<file path="config.mk">
export PLATFORM = sky130hd
export DESIGN_NAME = edf_ready_wait_queue_engine
export DESIGN_NICKNAME = d
export VERILOG_FILES = /design/src/rtl/edf_pkg.sv /design/src/rtl/edf_ram.sv /design/src/rtl/edf_ready_wait_queue_engine.sv
export SDC_FILE = /design/constraint.sdc
export NUM_CORES = 2
export LEC_CHECK = 0
export BUFFER_PORTS_ARGS = -buffer_cell sky130_fd_sc_hd__buf_2
export CORE_ASPECT_RATIO = 0.9
export CORE_UTILIZATION = 40
export CTS_BUF_LIST = sky130_fd_sc_hd__clkbuf_16
export DETAILED_ROUTE_END_ITERATION = 7
export SLEW_MARGIN = 40
export SYNTH_ARGS = -nofsm -noshare
export SYNTH_HDL_FRONTEND = slang
export SYNTH_SLANG_ARGS = --single-unit
</file>
<file path="constraint.sdc">
create_clock -name clk_i -period 7.35 [get_ports clk_i]
set_input_delay 1.47 -clock clk_i [delete_from_list [all_inputs] [get_ports clk_i]]
set_output_delay 1.47 -clock clk_i [all_outputs]
set_load 0.05 [all_outputs]
</file>
<file path="src/rtl/edf_pkg.sv">
// ----------------------------------------------------------------------------
// EDF queue engine package
// Shared types and constants for the ready/wait queue engine.
// ----------------------------------------------------------------------------
`default_nettype none

package edf_pkg;

  localparam int unsigned PoolDepth = 16;
  localparam int unsigned IdxW      = $clog2(PoolDepth);
  localparam int unsigned CntW      = $clog2(PoolDepth + 1);

  typedef enum logic [2:0] {
    REQ_ADD_READY = 3'd0,
    REQ_ADD_WAIT  = 3'd1,
    REQ_NEXT      = 3'd2,
    REQ_TRANSFER  = 3'd3,
    REQ_PEEK_WAIT = 3'd4
  } req_e;

  typedef enum logic [1:0] {
    ST_OK    = 2'd0,
    ST_FULL  = 2'd1,
    ST_EMPTY = 2'd2
  } status_e;

  typedef enum logic [3:0] {
    S_IDLE,
    S_SCAN_RD,
    S_SCAN_CMP,
    S_SHIFT_RD,
    S_SHIFT_WR,
    S_WRITE,
    S_POP_RD,
    S_POP_WR,
    S_HEAD_RD,
    S_HEAD_CHK,
    S_RESULT
  } state_e;

  // a ready or wait entry: id in the low byte, deadline above
  typedef struct packed {
    logic [31:0] deadline;
    logic [7:0]  id;
  } entry_t;

endpackage

`default_nettype wire

</file>
<file path="src/rtl/edf_ram.sv">
// ----------------------------------------------------------------------------
// EDF generic RAM
// Single write port, single read port, registered read data.
// ----------------------------------------------------------------------------
`default_nettype none

module edf_ram #(
  parameter int unsigned Width = 8,
  parameter int unsigned Depth = 16
) (
  input  wire logic                     clk_i,
  input  wire logic                     we_i,
  input  wire logic [$clog2(Depth)-1:0] waddr_i,
  input  wire logic [Width-1:0]         wdata_i,
  input  wire logic [$clog2(Depth)-1:0] raddr_i,
  output      logic [Width-1:0]         rdata_o
);

  logic [Width-1:0] mem_q [Depth];

  always_ff @(posedge clk_i) begin
    if (we_i) mem_q[waddr_i] <= wdata_i;
    rdata_o <= mem_q[raddr_i];
  end

endmodule

`default_nettype wire

</file>
<file path="src/rtl/edf_ready_wait_queue_engine.sv">
// ----------------------------------------------------------------------------
// EDF ready/wait queue engine
// Deadline-sorted ready list, no-deadline FIFO and periodic wait list.
// ----------------------------------------------------------------------------
// One request at a time; s_axis_tready is low from accept until the result
//   transfer, so the next request is taken in the cycle after that transfer at best.
// Reset (rst_ni low, async) empties all queues; RAM contents stay unknown.
`default_nettype none

module edf_ready_wait_queue_engine
  import edf_pkg::*;
(
  input  wire logic         clk_i,
  input  wire logic         rst_ni,
  input  wire logic         s_axis_tvalid,
  output      logic         s_axis_tready,
  // req_type[2:0], task_id[10:3], task_deadline[42:11], task_period[74:43],
  // no_deadline_flag[75], periodic_flag[76], now_ticks[108:77], zero fill
  input  wire logic [111:0] s_axis_tdata,
  output      logic         m_axis_tvalid,
  input  wire logic         m_axis_tready,
  // status[1:0], out_task_id[9:2], out_deadline[41:10], moved_count[46:42], fill
  output      logic [47:0]  m_axis_tdata
);

  state_e state_q, state_d;

  // request registers
  logic [2:0]  req_q;
  logic [7:0]  id_q;
  logic [31:0] dl_q, per_q, now_q;
  logic        nodl_q, per_f_q;

  logic [CntW-1:0] rcnt_q, rcnt_d, wcnt_q, wcnt_d, fcnt_q, fcnt_d;
  logic [IdxW-1:0] fhead_q, fhead_d;

  // walk control
  logic            tgt_wait_q, tgt_wait_d;    // list being edited
  logic [CntW-1:0] pos_q, pos_d;              // scan / shift index
  logic [CntW-1:0] ins_q, ins_d;              // insert position
  logic            xfer_q, xfer_d;            // insert is part of transfer
  entry_t          ne_q, ne_d;                // entry being inserted
  logic [31:0]     np_q, np_d;                // period being inserted
  logic [4:0]      moved_q, moved_d;

  logic [1:0]  st_q, st_d;
  logic [7:0]  oid_q, oid_d;
  logic [31:0] odl_q, odl_d;
  logic        ovld_q, ovld_d;

  // RAM ports
  logic            r_we, w_we, p_we, f_we;
  logic [IdxW-1:0] r_wa, w_wa, p_wa, f_wa, r_ra, w_ra, p_ra, f_ra;
  entry_t          r_wd, w_wd, r_rd, w_rd;
  logic [31:0]     p_wd, p_rd;
  logic [7:0]      f_rd;

  edf_ram #(.Width(40), .Depth(PoolDepth)) u_ready (
    .clk_i, .we_i(r_we), .waddr_i(r_wa), .wdata_i(r_wd), .raddr_i(r_ra), .rdata_o(r_rd));
  edf_ram #(.Width(40), .Depth(PoolDepth)) u_wait (
    .clk_i, .we_i(w_we), .waddr_i(w_wa), .wdata_i(w_wd), .raddr_i(w_ra), .rdata_o(w_rd));
  edf_ram #(.Width(32), .Depth(PoolDepth)) u_per (
    .clk_i, .we_i(p_we), .waddr_i(p_wa), .wdata_i(p_wd), .raddr_i(p_ra), .rdata_o(p_rd));
  edf_ram #(.Width(8), .Depth(PoolDepth)) u_fifo (
    .clk_i, .we_i(f_we), .waddr_i(f_wa), .wdata_i(id_q), .raddr_i(f_ra), .rdata_o(f_rd));

  logic            in_acc;
  logic            full;
  logic [CntW+1:0] used;
  logic [CntW-1:0] lcnt;
  entry_t          rd_e;
  logic [31:0]     add_a, add_b;
  logic [31:0]     sum;     // the shared adder

  assign in_acc = s_axis_tvalid && s_axis_tready;
  assign s_axis_tready = (state_q == S_IDLE) && !ovld_q;
  assign used = {2'b0, rcnt_q} + {2'b0, wcnt_q} + {2'b0, fcnt_q};
  assign full = used >= (CntW + 2)'(PoolDepth);
  assign lcnt = tgt_wait_q ? wcnt_q : rcnt_q;
  assign rd_e = tgt_wait_q ? w_rd : r_rd;

  // wait head advance while popping, request deadline advance otherwise
  assign add_a = (state_q == S_POP_RD) ? w_rd.deadline : dl_q;
  assign add_b = (state_q == S_POP_RD) ? p_rd : per_q;
  assign sum   = add_a + add_b;

  always_ff @(posedge clk_i or negedge rst_ni) begin
    if (!rst_ni) begin
      state_q <= S_IDLE;
      rcnt_q  <= '0;
      wcnt_q  <= '0;
      fcnt_q  <= '0;
      fhead_q <= '0;
      ovld_q  <= 1'b0;
    end else begin
      state_q <= state_d;
      rcnt_q  <= rcnt_d;
      wcnt_q  <= wcnt_d;
      fcnt_q  <= fcnt_d;
      fhead_q <= fhead_d;
      ovld_q  <= ovld_d;
    end
  end

  always_ff @(posedge clk_i) begin
    if (in_acc) begin
      req_q   <= s_axis_tdata[2:0];
      id_q    <= s_axis_tdata[10:3];
      dl_q    <= s_axis_tdata[42:11];
      per_q   <= s_axis_tdata[74:43];
      nodl_q  <= s_axis_tdata[75];
      per_f_q <= s_axis_tdata[76];
      now_q   <= s_axis_tdata[108:77];
    end
    tgt_wait_q <= tgt_wait_d;
    pos_q      <= pos_d;
    ins_q      <= ins_d;
    xfer_q     <= xfer_d;
    ne_q       <= ne_d;
    np_q       <= np_d;
    moved_q    <= moved_d;
    st_q       <= st_d;
    oid_q      <= oid_d;
    odl_q      <= odl_d;
  end

  always_comb begin
    state_d    = state_q;
    rcnt_d     = rcnt_q;
    wcnt_d     = wcnt_q;
    fcnt_d     = fcnt_q;
    fhead_d    = fhead_q;
    ovld_d     = ovld_q;
    tgt_wait_d = tgt_wait_q;
    pos_d      = pos_q;
    ins_d      = ins_q;
    xfer_d     = xfer_q;
    ne_d       = ne_q;
    np_d       = np_q;
    moved_d    = moved_q;
    st_d       = st_q;
    oid_d      = oid_q;
    odl_d      = odl_q;
    r_we = 1'b0; w_we = 1'b0; p_we = 1'b0; f_we = 1'b0;
    r_wa = pos_q[IdxW-1:0];
    w_wa = pos_q[IdxW-1:0];
    p_wa = pos_q[IdxW-1:0];
    f_wa = IdxW'(({1'b0, fhead_q} + fcnt_q[IdxW:0]) & (IdxW+1)'(PoolDepth - 1));
    r_ra = pos_q[IdxW-1:0];
    w_ra = pos_q[IdxW-1:0];
    p_ra = pos_q[IdxW-1:0];
    f_ra = fhead_q;
    r_wd = rd_e;
    w_wd = rd_e;
    p_wd = p_rd;

    if (m_axis_tvalid && m_axis_tready) ovld_d = 1'b0;

    unique case (state_q)
      S_IDLE: begin
        if (in_acc) begin
          state_d = S_RESULT;
          st_d = ST_OK; oid_d = '0; odl_d = '0; moved_d = '0;
          xfer_d = 1'b0; pos_d = '0; ins_d = '0;
          unique case (s_axis_tdata[2:0]) inside
            REQ_ADD_READY, REQ_ADD_WAIT, REQ_NEXT, REQ_TRANSFER, REQ_PEEK_WAIT:
              state_d = S_HEAD_RD;   // decode after registering
            default: state_d = S_RESULT;
          endcase
        end
      end
      S_HEAD_RD: begin
        // request is registered; dispatch
        state_d = S_RESULT;
        unique case (req_q)
          REQ_ADD_READY: begin
            oid_d = id_q;
            if (nodl_q && !per_f_q) begin
              if (full) st_d = ST_FULL;
              else begin
                f_we = 1'b1;
                fcnt_d = fcnt_q + 1'b1;
              end
            end else begin
              ne_d.id = id_q;
              ne_d.deadline = (dl_q <= now_q) ? sum : dl_q;
              odl_d = ne_d.deadline;
              tgt_wait_d = 1'b0;
              if (full) st_d = ST_FULL;
              else state_d = S_SCAN_RD;
            end
          end
          REQ_ADD_WAIT: begin
            if (per_f_q) begin
              oid_d = id_q; odl_d = dl_q;
              ne_d.id = id_q; ne_d.deadline = dl_q; np_d = per_q;
              tgt_wait_d = 1'b1;
              if (full) st_d = ST_FULL;
              else state_d = S_SCAN_RD;
            end
          end
          REQ_NEXT: begin
            if (rcnt_q != '0) begin
              tgt_wait_d = 1'b0; state_d = S_POP_RD;
            end else if (fcnt_q != '0) begin
              state_d = S_POP_RD; tgt_wait_d = 1'b0;
            end else st_d = ST_EMPTY;
          end
          REQ_TRANSFER: begin
            tgt_wait_d = 1'b1; state_d = S_HEAD_CHK;
          end
          REQ_PEEK_WAIT: begin
            if (wcnt_q != '0) begin
              tgt_wait_d = 1'b1; state_d = S_HEAD_CHK;
            end else st_d = ST_EMPTY;
          end
          default: ;
        endcase
      end
      S_HEAD_CHK: begin
        // wait head read issued here at pos 0 (pos_q is 0 here)
        w_ra = '0; p_ra = '0;
        state_d = S_POP_RD;
        if (req_q == REQ_TRANSFER && wcnt_q == '0) state_d = S_RESULT;
      end
      S_POP_RD: begin
        // head data of the addressed RAM is valid now (read at index 0, or at the FIFO head)
        if (req_q == REQ_NEXT && rcnt_q == '0) begin
          oid_d = f_rd;
          fhead_d = fhead_q + 1'b1;
          fcnt_d = fcnt_q - 1'b1;
          state_d = S_RESULT;
        end else if (req_q == REQ_PEEK_WAIT) begin
          oid_d = w_rd.id; odl_d = w_rd.deadline;
          state_d = S_RESULT;
        end else if (req_q == REQ_TRANSFER) begin
          if (now_q >= w_rd.deadline) begin
            ne_d.id = w_rd.id;
            ne_d.deadline = sum;
            xfer_d = 1'b1;
            pos_d = CntW'(1);
            state_d = S_POP_WR;
          end else state_d = S_RESULT;
        end else begin
          oid_d = r_rd.id; odl_d = r_rd.deadline;
          pos_d = CntW'(1);
          state_d = S_POP_WR;
        end
      end
      S_POP_WR: begin
        // shift list down: read pos, write pos-1 next cycle
        if (pos_q >= lcnt) begin
          if (tgt_wait_q) wcnt_d = wcnt_q - 1'b1;
          else rcnt_d = rcnt_q - 1'b1;
          if (xfer_q) begin
            tgt_wait_d = 1'b0; pos_d = '0; state_d = S_SCAN_RD;
          end else state_d = S_RESULT;
        end else state_d = S_SHIFT_RD;
      end
      S_SHIFT_RD: begin
        // data at pos_q is out of the RAM now
        w_wa = IdxW'(pos_q - 1'b1); r_wa = w_wa; p_wa = w_wa;
        if (tgt_wait_q) begin w_we = 1'b1; p_we = 1'b1; end
        else r_we = 1'b1;
        pos_d = pos_q + 1'b1;
        state_d = S_POP_WR;
      end
      S_SCAN_RD: begin
        if (pos_q >= lcnt) begin
          ins_d = pos_q; pos_d = lcnt; state_d = S_SHIFT_WR;
        end else state_d = S_SCAN_CMP;
      end
      S_SCAN_CMP: begin
        if (rd_e.deadline <= ne_q.deadline) begin
          pos_d = pos_q + 1'b1; state_d = S_SCAN_RD;
        end else begin
          ins_d = pos_q; pos_d = lcnt; state_d = S_SHIFT_WR;
        end
      end
      S_SHIFT_WR: begin
        // move entries up from the tail: read pos-1 now, write pos in S_WRITE
        if (pos_q == ins_q) state_d = S_WRITE;
        else begin
          r_ra = IdxW'(pos_q - 1'b1); w_ra = r_ra; p_ra = r_ra;
          state_d = S_WRITE;
        end
      end
      S_WRITE: begin
        if (pos_q == ins_q) begin
          r_wd = ne_q; w_wd = ne_q; p_wd = np_q;
          if (tgt_wait_q) begin
            w_we = 1'b1; p_we = 1'b1; wcnt_d = wcnt_q + 1'b1;
          end else begin
            r_we = 1'b1; rcnt_d = rcnt_q + 1'b1;
          end
          if (xfer_q) begin
            if (moved_q != 5'd31) moved_d = moved_q + 1'b1;
            tgt_wait_d = 1'b1; pos_d = '0; xfer_d = 1'b0;
            state_d = S_HEAD_CHK;
          end else state_d = S_RESULT;
        end else begin
          if (tgt_wait_q) begin w_we = 1'b1; p_we = 1'b1; end
          else r_we = 1'b1;
          pos_d = pos_q - 1'b1;
          state_d = S_SHIFT_WR;
        end
      end
      S_RESULT: begin
        ovld_d = 1'b1;
        state_d = S_IDLE;
      end
      default: state_d = S_IDLE;
    endcase
  end

  assign m_axis_tvalid = ovld_q;
  assign m_axis_tdata  = {1'b0, moved_q, odl_q, oid_q, st_q};

  // A result never appears while a request is still in work.
  assert property (@(posedge clk_i) disable iff (!rst_ni)
    m_axis_tvalid |-> state_q == S_IDLE)
    else $error("result while busy");
  // The pool never holds more than its depth.
  assert property (@(posedge clk_i) disable iff (!rst_ni)
    used <= (CntW + 2)'(PoolDepth))
    else $error("pool overfilled");
  // An accepted request produces a result after work completes.
  assert property (@(posedge clk_i) disable iff (!rst_ni)
    state_q == S_RESULT |=> m_axis_tvalid)
    else $error("result lost");

endmodule

`default_nettype wire

</file>
==> metrics.txt <==
power per cell area=433 nW/um^2; Avg Vias per Cell=5.72; Worst Setup SP=state_q[2]; CTS Root Cell=clkbuf_16; router iterations before antenna repair=8; layout cells sized above 1=15.5%; Critical Path Sink Type=register; Worst-Skew Late Latency=870 ps; vias in the first global route=52836; Fin. Hold Viols=0; flops & latches, synth=2304; Max Slew Vio Count=0; Final WS setup=1420 ps; initial DRC count=7140; Fmax=169 MHz; Distinct cells, synth=75; wire length of the first global-routing pass=374000 um; drt drc=0; nets@finish=6654; Post-DP Area=98400 um^2; Die Wd=511 um; Die ar.=235000 um^2; initial antenna violation count=11; Placer Congestion=0.901; Worst Max-Slew Pin Slew=950 ps; worst r2r src=state_q[2]; largest net degree at the start of global routing=152; Worst VDD drop=0.000462 V; crit path DAT=6540 ps; Clk pin slew, worst setup/hold paths=60 ps; core area=231000 um^2; Post-synth ARST share=1.04%; crit share post-route=80.7%; yosys warns=0; part of the Yosys area used for sequential elements=72.8%; Leak Pwr=36.2 nW; critical path class=reg -> reg; Setup Viol. Count Final=0; placed insts=9188; RSZ-0062 raised after global routing=no; R2R depth=16; FF-to-FF setup slack=1420 ps; Area Growth Syn to Fin=13.4%; Synth Cell Area=93200 um^2; cts hold-fix bufs=0; clk sinks=2304; most frequent cells in the layout=edfxtp_1 (2160), nand2_1 (1181), a21oi_1 (482); predominant post-synthesis flop cell=edfxtp_1; Critical Path Fanout Max=41; Initial Utilization=40.4%; Routed WL=264000 um; worst reg2reg path endpoint=odl_q[31]; minimum clock period=5930 ps; synthesized area per cell=15.1 um^2; fin area=106000 um^2; total track usage=22.1%; pre-CTS WS=1700 ps; via count=54953; status=finished clean; Finished Layout Cells=9610; CP Launch Type=register; CTS tree=done; Rows=167; Worst slew margin=36.6%; Hold WC Path Type=reg -> reg; CTS resizes=0; Post-synth EDFFs=2160; cells after synthesis=6194; # Max-Cap Violations=0; routed len/inst=27.5 um; required time worst endpoint=7960 ps; # IOs=166; commonest non-fill, non-tap cell in the layout=edfxtp_1; Port Buf Inserts=161; Final Skew=57.5 ps; H-tree levels=4; TritonCTS Buffers=218; HPWL after DPL=153000 um; ANT nets after route=0; global route total overflow=0; clock buffer depth=3; # Post-CTS Setup Buffers=0; Post-Synthesis Net Count=6475; Die Span Y=460 um; Setup TNS Final=0 ps; CP endpoint=odl_q[31]
[cell usage after synthesis (7+ instances only)]
library cell	count	share of area [%]
a211oi_1	16	0.13
a21o_1	36	0.29
a21oi_1	491	2.6
a221o_1	8	0.086
a22oi_1	49	0.39
a31oi_1	16	0.11
a32oi_1	97	0.91
and2_1	14	0.094
and3_1	10	0.067
buf_1	26	0.10
buf_2	72	0.39
buf_4	15	0.12
clkbuf_1	214	0.86
dfrtp_1	24	0.64
dfxtp_1	120	2.6
edfxtp_1	2160	70
fa_1	11	0.24
ha_1	154	2.1
inv_1	121	0.49
mux2_2	118	1.4
mux2i_1	138	1.5
mux4_2	200	4.8
nand2_1	1196	4.8
nand2b_1	12	0.081
nand3_1	96	0.52
nand4_1	21	0.14
nor2_1	180	0.72
nor2b_1	21	0.14
nor3_1	40	0.21
nor4_1	7	0.047
o21ai_0	99	0.53
o22ai_1	151	1.0
o31ai_1	7	0.056
or3_1	8	0.054
or4_1	85	0.68
xnor2_1	44	0.41
xor2_1	23	0.22
[kinds of logic after synthesis]
group	count (synthesis)	synth area share, %
and+or+nand+nor	1709	7.75
AOI/OAI and AO/OA	1037	6.76
adders and majority gates	165	2.30
buffers and inverters	454	2.01
DFF	2304	72.8
muxes	456	7.74
other	1	0.00402
xor gates and xnor gates	68	0.647
[registers in the layout, indices dropped and copies added, names as in the netlist, 40 cells and up]
register	flops
u_wait.mem_q	640
u_ready.rdata_o	40
u_ready.mem_q	640
ne_q	40
u_per.mem_q	512
u_wait.rdata_o	40
u_fifo.mem_q	128
[where the power goes]
part | internal, mW | switching, mW
sequential | 17.2 | 0.999
clock | 6.21 | 4.98
combinational | 5.28 | 11.1
[worst min-delay path by stage]
| stage | endpoint | from | slack (ps) | depth (start not counted) |
|---|---|---|---|---|
| 6_report | np_q[28] | per_q[28] | 550 | 0 |
| 3_5_place_dp | np_q[28] | per_q[28] | 510 | 0 |
| 5_1_grt | np_q[28] | per_q[28] | 550 | 0 |
| 4_1_cts | np_q[28] | per_q[28] | 540 | 0 |
| 3_3_place_gp | np_q[28] | per_q[28] | 530 | 0 |
| 2_1_floorplan | np_q[0] | per_q[0] | 430 | 0 |
[area by class of cell]
| class | instances | area [um^2] |
|---|---|---|
| Antenna cell | 4 | 10.0 |
| Clock buffer | 222 | 5560 |
| Clock inverter | 189 | 1570 |
| Fill cell | 19964 | 125000 |
| Inverter | 124 | 467 |
| Multi-Input combinational cell | 3436 | 24100 |
| Sequential cell | 2304 | 67900 |
| Tap cell | 3042 | 3810 |
| Timing Repair Buffer | 289 | 2420 |
[through the flow]
stage	util (%)	hold WS, ps	total power, mW
after floorplan	-	426	28.9
after global placement	42.5	534	34.4
after detailed placement	42.6	510	34.7
after CTS	45.7	541	45.9
after global routing	45.8	553	47.8
final	45.8	552	45.8
[worst max-delay path, cell delays in order, from the launching register on]
cell	delay [ps]
dfrtp_1	520
nor2b_1	760
nand2_4	450
clkinv_2	430
buf_4	570
nand2_1	120
nand2_1	220
ha_1	260
nand2_1	140
o21ai_0	310
nor2_1	110
a21oi_1	130
a21bo_2	290
o21ai_0	460
o221ai_1	280
xnor2_1	200
a221o_1	320
[per-layer routing]
layer  wire length (um)  share of wire (%)  global-route usage (%)  vias up
li1                   -                  -                       -    23992
met1             112000                 42                    30.6    28224
met2             120000                 45                    34.1     2336
met3              21400                8.1                    4.30      399
met4              11100                4.2                    9.17        2
met5                 17             0.0064                       0        -
(Power assumes the default switching activity.)
